===== config.mk =====
export PLATFORM = sky130hd
export DESIGN_NAME = dhcp_offer_option_parser
export DESIGN_NICKNAME = d
export VERILOG_FILES = /design/src/design/dop_pkg.sv /design/src/design/dhcp_offer_option_parser.sv /design/src/design/dop_front.sv /design/src/design/dop_fifo.sv /design/src/design/dop_back.sv
export SDC_FILE = /design/constraint.sdc
export NUM_CORES = 1
export LEC_CHECK = 0
export BUFFER_PORTS_ARGS = -buffer_cell sky130_fd_sc_hd__buf_2
export CORE_MARGIN = 2
export CORE_UTILIZATION = 40
export CTS_CLUSTER_DIAMETER = 80
export DETAILED_ROUTE_END_ITERATION = 8
export GPL_ROUTABILITY_DRIVEN = 0
export PLACE_DENSITY_LB_ADDON = 0.12
export SLEW_MARGIN = 5
export SYNTH_ARGS = -nofsm -noshare
export SYNTH_HDL_FRONTEND = slang
export SYNTH_SLANG_ARGS = --single-unit

===== constraint.sdc =====
create_clock -name clk -period 10.3 [get_ports clk]
set_input_delay 1.545 -clock clk [delete_from_list [all_inputs] [get_ports clk]]
set_output_delay 1.545 -clock clk [all_outputs]
set_load 0.02 [all_outputs]

===== src/design/dop_pkg.sv =====
`timescale 1ns / 1ps
// ----------------------------------------------------------------------------
// dop_pkg: shared constants and types of the dhcp offer parser
// Byte offsets of the message header and option area, option codes, verdict
// codes, and the queue entry that the front end hands to the option walker.
// ----------------------------------------------------------------------------
package dop_pkg;

  localparam int OFFSET_W = 11;
  localparam logic [OFFSET_W-1:0] OFFSET_MAX = '1;

  // message layout
  localparam int XID_FIRST = 4;
  localparam int YI_FIRST  = 16;
  localparam int OPT_START = 240;
  localparam int OPT_AREA  = 312;
  localparam int MIN_LEN   = 240;

  // the walker trails the incoming byte by four, so an option value is in view
  localparam int WALK_LAG    = 4;
  localparam int DRAIN_STEPS = WALK_LAG + 1;
  localparam int DRAIN_W     = $clog2(DRAIN_STEPS);
  localparam int WALK_FIRST  = OPT_START + WALK_LAG;
  localparam int WALK_STOP   = WALK_FIRST + OPT_AREA;

  localparam logic [31:0] XID_RESET = 32'h1234_5678;
  localparam logic [31:0] DEF_MASK  = 32'h00FF_FFFF;
  localparam logic [31:0] DEF_DNS   = 32'h0808_0808;

  // option codes
  localparam logic [7:0] OPT_PAD      = 8'd0;
  localparam logic [7:0] OPT_MASK     = 8'd1;
  localparam logic [7:0] OPT_ROUTER   = 8'd3;
  localparam logic [7:0] OPT_DNS      = 8'd6;
  localparam logic [7:0] OPT_MSG_TYPE = 8'd53;
  localparam logic [7:0] OPT_SERVER   = 8'd54;
  localparam logic [7:0] OPT_END      = 8'd255;
  localparam logic [7:0] MSG_OFFER    = 8'd2;

  // verdict codes
  localparam logic [1:0] VERDICT_OFFER     = 2'd0;
  localparam logic [1:0] VERDICT_SHORT     = 2'd1;
  localparam logic [1:0] VERDICT_MISMATCH  = 2'd2;
  localparam logic [1:0] VERDICT_NOT_OFFER = 2'd3;

  // queue between front end and walker
  localparam int FIFO_DEPTH = 8;
  localparam int FIFO_AW    = $clog2(FIFO_DEPTH);
  localparam int FIFO_CW    = $clog2(FIFO_DEPTH + 1);

  // result: verdict, offered_ip, netmask, gateway, dns_server, server_id, pad
  localparam int RES_W = 2 + 5 * 32;
  localparam int OUT_W = ((RES_W + 7) / 8) * 8;

  typedef struct packed {
    logic                   xid_we;
    logic [1:0]             xid_lane;
    logic                   yi_we;
    logic [1:0]             yi_lane;
    logic                   walk_on;
    logic                   area_end;
    logic                   short_msg;
    logic [DRAIN_STEPS-1:0] drain_act;
    logic [DRAIN_STEPS-1:0] drain_end;
  } byte_class_t;

  typedef struct packed {
    logic [7:0]  data;
    logic        last;
    byte_class_t cls;
  } q_entry_t;

endpackage


===== src/design/dhcp_offer_option_parser.sv =====
`timescale 1ns / 1ps
// ----------------------------------------------------------------------------
// dhcp_offer_option_parser: DHCP offer checker and option extractor
// Takes a DHCP message byte by byte and gives one verdict per message with
// the offered address and network settings.
// ----------------------------------------------------------------------------
// Bytes are taken at one per cycle, while the queue has room, into an 8-entry
// queue; the option walker behind it handles one byte per cycle unless it is
// draining or a final byte waits for the output register, and trails the input
// by four bytes so each option value is in view when its length byte is walked.
// After the final byte of a message of 240 bytes or more whose transaction id
// matches, the walker runs out that look-ahead with zero bytes before it gives
// the result; shorter or mismatched messages finish on their final byte. The
// result is registered and appears in the cycle after the walker finishes the
// final byte (or the drain). The expected id is written through the cfg channel;
// the user must write it only while no message is in flight (not enforced here).
module dhcp_offer_option_parser (
  input  logic                      clk,
  input  logic                      rst,
  input  logic                      cfg_valid,
  output logic                      cfg_ready,
  input  logic [31:0]               cfg_data,       // expected_xid
  input  logic                      s_axis_tvalid,
  output logic                      s_axis_tready,
  input  logic [7:0]                s_axis_tdata,   // data_byte
  input  logic                      s_axis_tlast,   // last_byte
  output logic                      m_axis_tvalid,
  input  logic                      m_axis_tready,
  output logic [dop_pkg::OUT_W-1:0] m_axis_tdata    // verdict[1:0], yiaddr, netmask,
                                                     // gateway, dns_server, server_id
);
  import dop_pkg::*;

  logic     q_push;
  logic     q_full;
  logic     q_pop;
  logic     q_empty;
  q_entry_t q_in;
  q_entry_t q_head;

  dop_front u_front (
    .clk           (clk),
    .rst           (rst),
    .s_axis_tvalid (s_axis_tvalid),
    .s_axis_tready (s_axis_tready),
    .s_axis_tdata  (s_axis_tdata),
    .s_axis_tlast  (s_axis_tlast),
    .q_push        (q_push),
    .q_entry       (q_in),
    .q_full        (q_full)
  );

  dop_fifo u_fifo (
    .clk        (clk),
    .rst        (rst),
    .push       (q_push),
    .push_entry (q_in),
    .full       (q_full),
    .pop        (q_pop),
    .head       (q_head),
    .empty      (q_empty)
  );

  dop_back u_back (
    .clk           (clk),
    .rst           (rst),
    .cfg_valid     (cfg_valid),
    .cfg_ready     (cfg_ready),
    .cfg_data      (cfg_data),
    .head          (q_head),
    .empty         (q_empty),
    .pop           (q_pop),
    .m_axis_tvalid (m_axis_tvalid),
    .m_axis_tready (m_axis_tready),
    .m_axis_tdata  (m_axis_tdata)
  );

endmodule


===== src/design/dop_front.sv =====
`timescale 1ns / 1ps
// ----------------------------------------------------------------------------
// dop_front: byte intake and classification
// Counts the byte offset within the message and tags each byte with what
// the walker must do with it, then pushes it into the queue.
// ----------------------------------------------------------------------------
module dop_front (
  input  logic              clk,
  input  logic              rst,
  input  logic              s_axis_tvalid,
  output logic              s_axis_tready,
  input  logic [7:0]        s_axis_tdata,   // data_byte
  input  logic              s_axis_tlast,   // last_byte
  output logic              q_push,
  output dop_pkg::q_entry_t q_entry,
  input  logic              q_full
);
  import dop_pkg::*;

  logic [OFFSET_W-1:0] offset;
  logic [OFFSET_W-1:0] offset_next;
  logic                accept;
  byte_class_t         cls;

  assign s_axis_tready = !q_full;
  assign accept        = s_axis_tvalid && s_axis_tready;
  assign q_push        = accept;

  always_comb begin
    cls           = '0;
    cls.xid_we    = (offset >= OFFSET_W'(XID_FIRST)) && (offset <= OFFSET_W'(XID_FIRST + 3));
    cls.xid_lane  = 2'(offset - OFFSET_W'(XID_FIRST));
    // address is big-endian: first byte lands in the top lane
    cls.yi_we     = (offset >= OFFSET_W'(YI_FIRST)) && (offset <= OFFSET_W'(YI_FIRST + 3));
    cls.yi_lane   = 2'(OFFSET_W'(YI_FIRST + 3) - offset);
    cls.walk_on   = offset >= OFFSET_W'(WALK_FIRST);
    cls.area_end  = offset >= OFFSET_W'(WALK_STOP);
    cls.short_msg = offset < OFFSET_W'(MIN_LEN - 1);
    // positions the walker still visits after the final byte
    for (int k = 0; k < DRAIN_STEPS; k++) begin
      cls.drain_act[k] = ({1'b0, offset} + (OFFSET_W+1)'(k + 1)) >= (OFFSET_W+1)'(WALK_FIRST);
      cls.drain_end[k] = ({1'b0, offset} + (OFFSET_W+1)'(k + 1)) >= (OFFSET_W+1)'(WALK_STOP);
    end
  end

  assign q_entry = '{data: s_axis_tdata, last: s_axis_tlast, cls: cls};

  always_comb begin
    offset_next = offset;
    if (accept) begin
      if (s_axis_tlast) begin
        offset_next = '0;
      end else if (offset != OFFSET_MAX) begin
        offset_next = offset + OFFSET_W'(1);
      end
    end
  end

  always_ff @(posedge clk) begin
    if (rst) begin
      offset <= '0;
    end else begin
      offset <= offset_next;
    end
  end

  a_offset_restart: assert property (@(posedge clk) disable iff (rst)
    (accept && s_axis_tlast) |=> (offset == '0))
    else $error("byte offset not restarted after final byte");

endmodule


===== src/design/dop_fifo.sv =====
`timescale 1ns / 1ps
// ----------------------------------------------------------------------------
// dop_fifo: short queue between front end and walker
// Register-based first-in first-out buffer; the head entry is always visible.
// ----------------------------------------------------------------------------
module dop_fifo (
  input  logic              clk,
  input  logic              rst,
  input  logic              push,
  input  dop_pkg::q_entry_t push_entry,
  output logic              full,
  input  logic              pop,
  output dop_pkg::q_entry_t head,
  output logic              empty
);
  import dop_pkg::*;

  q_entry_t           slots [FIFO_DEPTH];
  logic [FIFO_AW-1:0] wr_ptr;
  logic [FIFO_AW-1:0] rd_ptr;
  logic [FIFO_CW-1:0] count;

  assign full  = count == FIFO_CW'(FIFO_DEPTH);
  assign empty = count == '0;
  assign head  = slots[rd_ptr];

  always_ff @(posedge clk) begin
    if (push) begin
      slots[wr_ptr] <= push_entry;
    end
  end

  always_ff @(posedge clk) begin
    if (rst) begin
      wr_ptr <= '0;
      rd_ptr <= '0;
      count  <= '0;
    end else begin
      if (push) begin
        wr_ptr <= (wr_ptr == FIFO_AW'(FIFO_DEPTH - 1)) ? '0 : wr_ptr + FIFO_AW'(1);
      end
      if (pop) begin
        rd_ptr <= (rd_ptr == FIFO_AW'(FIFO_DEPTH - 1)) ? '0 : rd_ptr + FIFO_AW'(1);
      end
      if (push && !pop) begin
        count <= count + FIFO_CW'(1);
      end else if (pop && !push) begin
        count <= count - FIFO_CW'(1);
      end
    end
  end

  a_no_underflow: assert property (@(posedge clk) disable iff (rst) !(pop && empty))
    else $error("queue popped while empty");

  a_no_overflow: assert property (@(posedge clk) disable iff (rst) !(push && full))
    else $error("queue pushed while full");

endmodule


===== src/design/dop_back.sv =====
`timescale 1ns / 1ps
// ----------------------------------------------------------------------------
// dop_back: option walker and result stage
// Captures id and offered address, walks the option list one byte per cycle
// when not stalled, drains look-ahead after the last byte, registers result.
// ----------------------------------------------------------------------------
module dop_back (
  input  logic                      clk,
  input  logic                      rst,
  input  logic                      cfg_valid,
  output logic                      cfg_ready,
  input  logic [31:0]               cfg_data,     // expected_xid
  input  dop_pkg::q_entry_t         head,
  input  logic                      empty,
  output logic                      pop,
  output logic                      m_axis_tvalid,
  input  logic                      m_axis_tready,
  output logic [dop_pkg::OUT_W-1:0] m_axis_tdata  // verdict, yiaddr, netmask,
                                                   // gateway, dns_server, server_id
);
  import dop_pkg::*;

  localparam logic [1:0] PH_CODE = 2'd0;
  localparam logic [1:0] PH_LEN  = 2'd1;
  localparam logic [1:0] PH_SKIP = 2'd2;
  localparam logic [DRAIN_W-1:0] DRAIN_LAST = DRAIN_W'(DRAIN_STEPS - 1);

  typedef struct packed {
    logic [1:0]      phase;
    logic [7:0]      skip;
    logic [7:0]      code;
    logic [3:0][7:0] la;     // la[0] is the byte under the walker
    logic            done;
    logic [7:0]      kind;
    logic [31:0]     mask;
    logic [31:0]     router;
    logic [31:0]     dns;
    logic [31:0]     sid;
  } walk_t;

  function automatic walk_t walk_step(walk_t s, logic [7:0] incoming, logic active,
                                      logic area_end);
    walk_t       n;
    logic [7:0]  b;
    logic [31:0] v;
    n = s;
    b = s.la[0];
    v = {s.la[1], s.la[2], s.la[3], incoming};
    if (active && !s.done) begin
      unique case (s.phase)
        PH_LEN: begin
          case (s.code)
            OPT_MSG_TYPE: n.kind   = s.la[1];
            OPT_SERVER:   n.sid    = v;
            OPT_MASK:     n.mask   = v;
            OPT_ROUTER:   n.router = v;
            OPT_DNS:      n.dns    = v;
            default:      ;
          endcase
          n.skip  = b;
          n.phase = (b != 8'd0) ? PH_SKIP : PH_CODE;
        end
        PH_SKIP: begin
          if (s.skip <= 8'd1) begin
            n.skip  = '0;
            n.phase = PH_CODE;
          end else begin
            n.skip = s.skip - 8'd1;
          end
        end
        default: begin
          if (area_end || b == OPT_END) begin
            n.done = 1'b1;
          end else if (b != OPT_PAD) begin
            n.code  = b;
            n.phase = PH_LEN;
          end
        end
      endcase
    end
    n.la = {incoming, s.la[3], s.la[2], s.la[1]};
    return n;
  endfunction

  logic [31:0]            expected_xid;
  logic [31:0]            packet_xid;
  logic [31:0]            your_address;
  walk_t                  ws;
  walk_t                  ws_next;
  walk_t                  step_out;
  walk_t                  cleared;
  logic                   draining;
  logic [DRAIN_W-1:0]     drain_k;
  logic [DRAIN_STEPS-1:0] drain_act;
  logic [DRAIN_STEPS-1:0] drain_end;

  logic       xid_match;
  logic       need_drain;
  logic       out_free;
  logic       early_finish;
  logic       drain_finish;
  logic       drain_advance;
  logic       load;
  logic [1:0] res_verdict;
  logic [RES_W-3:0] res_fields;

  assign cfg_ready = 1'b1;

  always_ff @(posedge clk) begin
    if (rst) begin
      expected_xid <= XID_RESET;
    end else if (cfg_valid) begin
      expected_xid <= cfg_data;
    end
  end

  assign xid_match  = packet_xid == expected_xid;
  // only a full-length message with a matching id has options worth draining
  assign need_drain = head.last && !head.cls.short_msg && xid_match;
  assign out_free   = !m_axis_tvalid || m_axis_tready;
  assign pop        = !empty && !draining && (!head.last || need_drain || out_free);

  assign early_finish  = pop && head.last && !need_drain;
  assign drain_finish  = draining && (drain_k == DRAIN_LAST) && out_free;
  assign drain_advance = draining && (drain_k != DRAIN_LAST);
  assign load          = early_finish || drain_finish;

  always_comb begin
    if (draining) begin
      step_out = walk_step(ws, 8'd0, drain_act[drain_k], drain_end[drain_k]);
    end else begin
      step_out = walk_step(ws, head.data, head.cls.walk_on && xid_match, head.cls.area_end);
    end
  end

  always_comb begin
    cleared       = '0;
    cleared.phase = PH_CODE;
    cleared.sid   = draining ? step_out.sid : ws.sid;
  end

  always_comb begin
    ws_next = ws;
    if (load) begin
      ws_next = cleared;
    end else if (pop || drain_advance) begin
      ws_next = step_out;
    end
  end

  always_comb begin
    res_verdict = VERDICT_MISMATCH;
    res_fields  = '0;
    if (draining) begin
      if (step_out.kind == MSG_OFFER) begin
        res_verdict = VERDICT_OFFER;
        res_fields  = {step_out.sid,
                       (step_out.dns != '0) ? step_out.dns : DEF_DNS,
                       step_out.router,
                       (step_out.mask != '0) ? step_out.mask : DEF_MASK,
                       your_address};
      end else begin
        res_verdict = VERDICT_NOT_OFFER;
      end
    end else if (head.cls.short_msg) begin
      res_verdict = VERDICT_SHORT;
    end
  end

  always_ff @(posedge clk) begin
    if (pop && head.cls.xid_we) begin
      packet_xid[{head.cls.xid_lane, 3'b000} +: 8] <= head.data;
    end
    if (pop && head.cls.yi_we) begin
      your_address[{head.cls.yi_lane, 3'b000} +: 8] <= head.data;
    end
    if (pop && need_drain) begin
      drain_act <= head.cls.drain_act;
      drain_end <= head.cls.drain_end;
    end
    if (load) begin
      m_axis_tdata <= {(OUT_W - RES_W)'(0), res_fields, res_verdict};
    end
  end

  always_ff @(posedge clk) begin
    if (rst) begin
      ws            <= '0;
      draining      <= 1'b0;
      drain_k       <= '0;
      m_axis_tvalid <= 1'b0;
    end else begin
      ws <= ws_next;
      if (pop && need_drain) begin
        draining <= 1'b1;
        drain_k  <= '0;
      end else if (drain_finish) begin
        draining <= 1'b0;
      end else if (drain_advance) begin
        drain_k <= drain_k + DRAIN_W'(1);
      end
      if (load) begin
        m_axis_tvalid <= 1'b1;
      end else if (m_axis_tready) begin
        m_axis_tvalid <= 1'b0;
      end
    end
  end

  a_hold_during_drain: assert property (@(posedge clk) disable iff (rst) draining |-> !pop)
    else $error("queue popped during drain");

  a_drain_runs_out: assert property (@(posedge clk) disable iff (rst)
    (draining && drain_k != DRAIN_LAST) |=> draining)
    else $error("drain ended early");

  a_reject_zero: assert property (@(posedge clk) disable iff (rst)
    (m_axis_tvalid && m_axis_tdata[1:0] != VERDICT_OFFER) |-> (m_axis_tdata[OUT_W-1:2] == '0))
    else $error("rejected message carries nonzero fields");

endmodule


==> results_dict.tcl, run 1 <==
set metrics [dict create \
    r2r-end "u_back.m_axis_tdata[37]" \
    rr_worst_depth 9 \
    die-area_um2 78700 \
    worstHoldPathType "reg -> reg" \
    period_minus_slack_ns 4.75 \
    drv_slew 0 \
    fp-row-count 101 \
    cts_made_buffers 77 \
    hold_viol 0 \
    firstDrtPassIters 5 \
    dpl.hpwl_um 51500 \
    boundaryPins 217 \
    synthArstFlopShare 0 \
    tightestPinTransition_ns 1.21 \
    power_switching_mw 3.08 \
    fillCellCount 6910 \
    start_util 0.403 \
    grt_pass1_wl_um 122000 \
    irDropWorstVdd_v 0.000227 \
    ys_types 89 \
    wl_per_cell_um 21.4 \
    htree_levels 3 \
    drive_gt1_frac 0.184 \
    fin_nets 2796 \
    period_share 0.461 \
    critPathCaptureType "flop" \
    cts_setup_buffers 0 \
    fin_skew_ns 0.0276 \
    holdPathStages 2 \
    ant_nets 0 \
    cts_tree "yes" \
    die_y_um 280 \
    max-clock-path-buffers 3 \
    die-width_um 280 \
    worst-path-max-fanout 97 \
    r2r_slack_ns 5.55 \
    run_status "completed" \
    grt_max_degree 109 \
    grt_use_total 0.203 \
    powerDensity_nw_per_um2 256 \
    antenna_found_initial 2 \
    p_seq_frac 0.438 \
    pwr-share-comb 0.261 \
    io_buffers 209 \
    final.setup.tns_ns 0 \
    cp.required_ns 10.58 \
    worst_skew_pair.late_latency_ns 0.63 \
    crit_type "reg -> reg" \
    regArea_um2 18800 \
    grt_pass1_vias 20100 \
    endpoint "u_back.m_axis_tdata[37]" \
    p_leak_nw 12.2 \
    drt-initial-drc-count 1743 \
    core_um2 75800 \
    clock_sinks 708 \
    power.internal_mw 5.87 \
    synth_ff_type "edfxtp_1" \
    cap_violations 0 \
    synthesis.area_um2 30600 \
    setup_viol 0 \
    avgViaCountPerCell 5.47 \
    min_from "u_back.ws[91]" \
    cp.arrival_ns 5.03 \
    drcViolationCount 0 \
    cts_hold_buf 0 \
    switching_share 0.344 \
    fmax_ghz 0.211 \
    utilization 0.461 \
    grt_setup_unrepaired "no" \
    wl_um 80600 \
    synth_edf_count 460 \
    num_vias 20600 \
    worstSetupStartpointType "flop" \
    areaGrowthSynthToFinish_pct 14.2 \
    clockRootBuffer "clkbuf_16" \
    ys.warnings.count 0 \
    gr-total-overflow 0 \
    avgSynthCellArea_um2 11.8 \
    yosysSeqAreaShare 0.614 \
    holdWs_ns 0.456 \
    clk_pin_slew_ns 0.06 \
    synthCells 2582 \
    p_clk_frac 0.301 \
    multi_input_area_um2 10900 \
    max_slew_margin 0.180 \
    ctsResizeCount 0 \
    ys_seq_elements 708 \
]
## cells in the mapped netlist (all sizes together), types with 9 or more instances
cell type	count	area (um2)
o21ai	52	260
dfxtp	248	4960
and3	21	131
clkbuf	122	458
o31ai	10	75.1
o2bb2ai	9	78.8
nor2b	42	263
nand3	80	405
ha	30	375
nand2b	10	62.6
mux2	20	225
nor2	251	950
mux4	54	1220
nor3	30	161
nand2	329	1230
o22ai	35	219
a31o	26	228
edfxtp	460	13800
a22oi	26	195
inv	37	139
xnor2	18	158
buf	75	405
mux2i	138	1400
xor2	43	377
nor4	33	337
nand4	24	163
a21oi	223	1120
## flip-flops by register name, indices dropped and copies added (netlist names), named ones only
| register | count |
|---|---|
| u_fifo.slots | 224 |
| u_back.ws | 187 |
| u_back.m_axis_tdata | 162 |
| u_back.expected_xid | 32 |
| u_back.packet_xid | 32 |
| u_back.your_address | 32 |
| u_front.offset | 11 |
| u_back.drain_act | 5 |
| u_back.drain_end | 5 |
| u_fifo.count | 4 |
| u_back.drain_k | 3 |
| u_fifo.rd_ptr | 3 |
| u_fifo.wr_ptr | 3 |
| u_back.draining | 1 |
| u_back.m_axis_tvalid | 1 |
## critical path, cell delays in order (launching register included)
cell,delay [ns]
dfxtp_2,0.58
buf_4,0.68
mux2i_1,0.17
a22oi_1,0.44
nand3_2,0.23
o31a_1,0.53
o2111a_2,0.47
nor2_4,0.14
buf_4,0.73
o22ai_1,0.34
## worst min-delay path by stage
stage	to
floorplan	u_back.ws[64]
global placement	u_back.ws[65]
detailed placement	u_back.ws[93]
CTS	u_back.ws[93]
global route	u_back.ws[91]
finish	u_back.ws[91]
## cell usage in the layout (no fill, tap or decap), drive strengths merged, types with 18 or more instances in the layout
master and instances:
nor3 30, o22ai 35, nand2 329, edfxtp 460, ha 30, a21oi 223
nor2b 42, dfxtp 248, a22oi 26, inv 39, xor2 43, clkinv 26
nor2 251, mux2 20, and3 21, buf 250, clkbuf 107, mux2i 138
o21ai 52, mux4 54, xnor2 18, nand4 24, a31o 26, nor4 33
nand3 80
## power by group through the flow
| stage | sequential [mW] | clock [mW] | combinational [mW] |
|---|---|---|---|
| floorplan | 4.21 | 0 | 1.27 |
| global placement | 3.98 | 0 | 2.34 |
| detailed placement | 3.99 | 0 | 2.36 |
| CTS | 3.93 | 2.76 | 2.37 |
| global route | 3.96 | 2.88 | 2.52 |
| finish | 3.92 | 2.69 | 2.34 |
## cell type report
type                    instances  share of cell area
well taps                     978              0.0350
multi-input cells            1644               0.313
repair buffers                250              0.0388
inverters                      38             0.00423
clock inverters                35             0.00867
diodes                          2            0.000143
flip-flops and latches        708               0.538
clock buffers                 107              0.0619
## layer usage
metal	vias to the layer above	share of wire	GRT usage
met5	-	0	0
met4	0	0.021	0.0628
met3	95	0.048	0.0261
met2	579	0.48	0.335
met1	10200	0.45	0.279
li1	9701	-	-
## cell families after synthesis
family,share of synthesized area
flip-flops,0.614
AO/OA/AOI/OAI,0.0941
other,0.000246
XOR/XNOR,0.0175
adder cells (fa/ha/maj),0.0129
buffers and inverters,0.0329
multiplexers,0.0929
AND/OR/NAND/NOR,0.135
## through the flow
step                power [mW]  worst slack (ns)  area [um2]  instances
floorplan                 5.47              4.60       30600       2587
global placement          6.32              5.06       32500       3618
detailed placement        6.35              5.01       32500       3618
CTS                       9.05              5.51       34900       3760
global route              9.36              5.13       34900       3762
finish                    8.95              5.55       34900       3762
No activity file was read; power rests on OpenSTA's default activity.
==> inputs of run 2 (changes only) <==
==> constraint.sdc (replaced) <==
create_clock -name clk -period 4 [get_ports clk]
set_input_delay 0.6 -clock clk [delete_from_list [all_inputs] [get_ports clk]]
set_output_delay 0.6 -clock clk [all_outputs]
set_load 0.02 [all_outputs]
==> results_dict.tcl, run 2 (synthesized netlist as in run 1, its figures left out) <==
set metrics [dict create \
    drive_gt1_frac 0.204 \
    holdWs_ns 0.204 \
    powerDensity_nw_per_um2 669 \
    drt-initial-drc-count 1756 \
    areaGrowthSynthToFinish_pct 16.5 \
    die-width_um 280 \
    clk_pin_slew_ns 0.06 \
    largest_reg_flops 224 \
    ant_nets 0 \
    firstDrtPassIters 5 \
    worstHoldPathType "in -> reg" \
    setup_viol 0 \
    critPathCaptureType "flop" \
    cts_hold_buf 0 \
    dpl-instance-area_um2 33000 \
    die-area_um2 78700 \
    grt_setup_unrepaired "no" \
    wl_per_cell_um 21.8 \
    dp.cells 3677 \
    cts_tree "yes" \
    max-clock-path-buffers 3 \
    fmax_ghz 0.277 \
    worst-path-max-fanout 24 \
    regMostFlops "u_fifo.slots" \
    grt_use_total 0.210 \
    cap_violations 0 \
    clockRootBuffer "clkbuf_16" \
    cp.arrival_ns 3.93 \
    drcViolationCount 0 \
    period_share 0.901 \
    worstSetupStartpointType "flop" \
    cts_setup_buffers 0 \
    grt_pass1_vias 20500 \
    p_total_mw 23.8 \
    final.setup.tns_ns 0 \
    fp-row-count 101 \
    gr-total-overflow 0 \
    grt_pass1_wl_um 126000 \
    io_buffers 209 \
    hold_viol 0 \
    start_util 0.403 \
    avgViaCountPerCell 5.50 \
    dpl.hpwl_um 54800 \
    clock_sinks 708 \
    crit_type "reg -> reg" \
    fillCellCount 6871 \
    period_minus_slack_ns 3.60 \
    multi_input_area_um2 11000 \
    most-common-layout-cells "edfxtp_1 (460), nand2_1 (328), nor2_1 (247), dfxtp_1 (245), a21oi_1 (222)" \
    p_leak_nw 12.6 \
    drv_slew 0 \
    regArea_um2 18800 \
    tightestPinTransition_ns 1.32 \
    n_antenna_cell 0 \
    fin_nets 2856 \
    irDropWorstVdd_v 0.000370 \
    htree_levels 3 \
    wl_um 83400 \
    layout_commonest_cell "edfxtp_1" \
    worst_skew_pair.late_latency_ns 0.63 \
    grt_max_degree 117 \
    num_vias 21000 \
    core_um2 75800 \
    die_y_um 280 \
    antenna_found_initial 1 \
    boundaryPins 217 \
    run_status "completed" \
    cts_made_buffers 78 \
    reg_top3 "u_fifo.slots x224, u_back.ws x187, u_back.m_axis_tdata x162" \
    layoutNonFillerInstCount 3822 \
    ctsResizeCount 0 \
    max_slew_margin 0.122 \
    final_area_um2 35600 \
    fin_skew_ns 0.0249 \
    cp.required_ns 4.33 \
]
## run 2: area by class of cell
type	count	share of cell area
clock buffers	105	0.0600
clock inverters	40	0.0130
inverters	38	0.00411
multi-input cells	1644	0.309
flip-flops and latches	708	0.527
well taps	978	0.0344
repair buffers	309	0.0522
## run 2: power breakdown
group / internal, mW / switching (mW) / leakage, nW
clock: 4.31 / 2.98 / 1.27
sequential: 9.29 / 0.669 / 6.38
combinational: 1.98 / 4.62 / 4.93
## run 2: worst max-delay path, stage by stage, from the launching register on
cell	delay, ns
dfxtp_1	0.33
inv_1	0.06
ha_1	0.18
nor4bb_1	0.47
nor3b_2	0.44
o211ai_1	0.25
nor4b_1	0.22
o21a_1	0.20
o211ai_2	0.90
o22ai_1	0.25
## run 2: final timing paths
path                        from                      end  slack [ns]  depth (start not counted)
setup reg to reg  u_back.ws[186]  u_back.m_axis_tdata[43]        0.40                          9
hold / removal       cfg_data[4]   u_back.expected_xid[4]        0.20                          3
setup / recovery  u_back.ws[186]  u_back.m_axis_tdata[43]        0.40                          9
hold reg to reg    u_back.ws[66]            u_back.ws[66]        0.45                          2
## run 2: layer usage
metal / GRT usage / share of wire
met3: 0.0276 / 0.045
met5: 0 / 0
met1: 0.282 / 0.45
met4: 0.0538 / 0.019
met2: 0.357 / 0.49
## run 2: metrics by stage
| stage | setup slack, ns | utilization |
|---|---|---|
| 2_1_floorplan | -0.389 | - |
| 3_3_place_gp | 0.565 | 0.436 |
| 3_5_place_dp | 0.393 | 0.436 |
| 4_1_cts | 0.395 | 0.470 |
| 5_1_grt | 0.204 | 0.470 |
| 6_report | 0.396 | 0.470 |
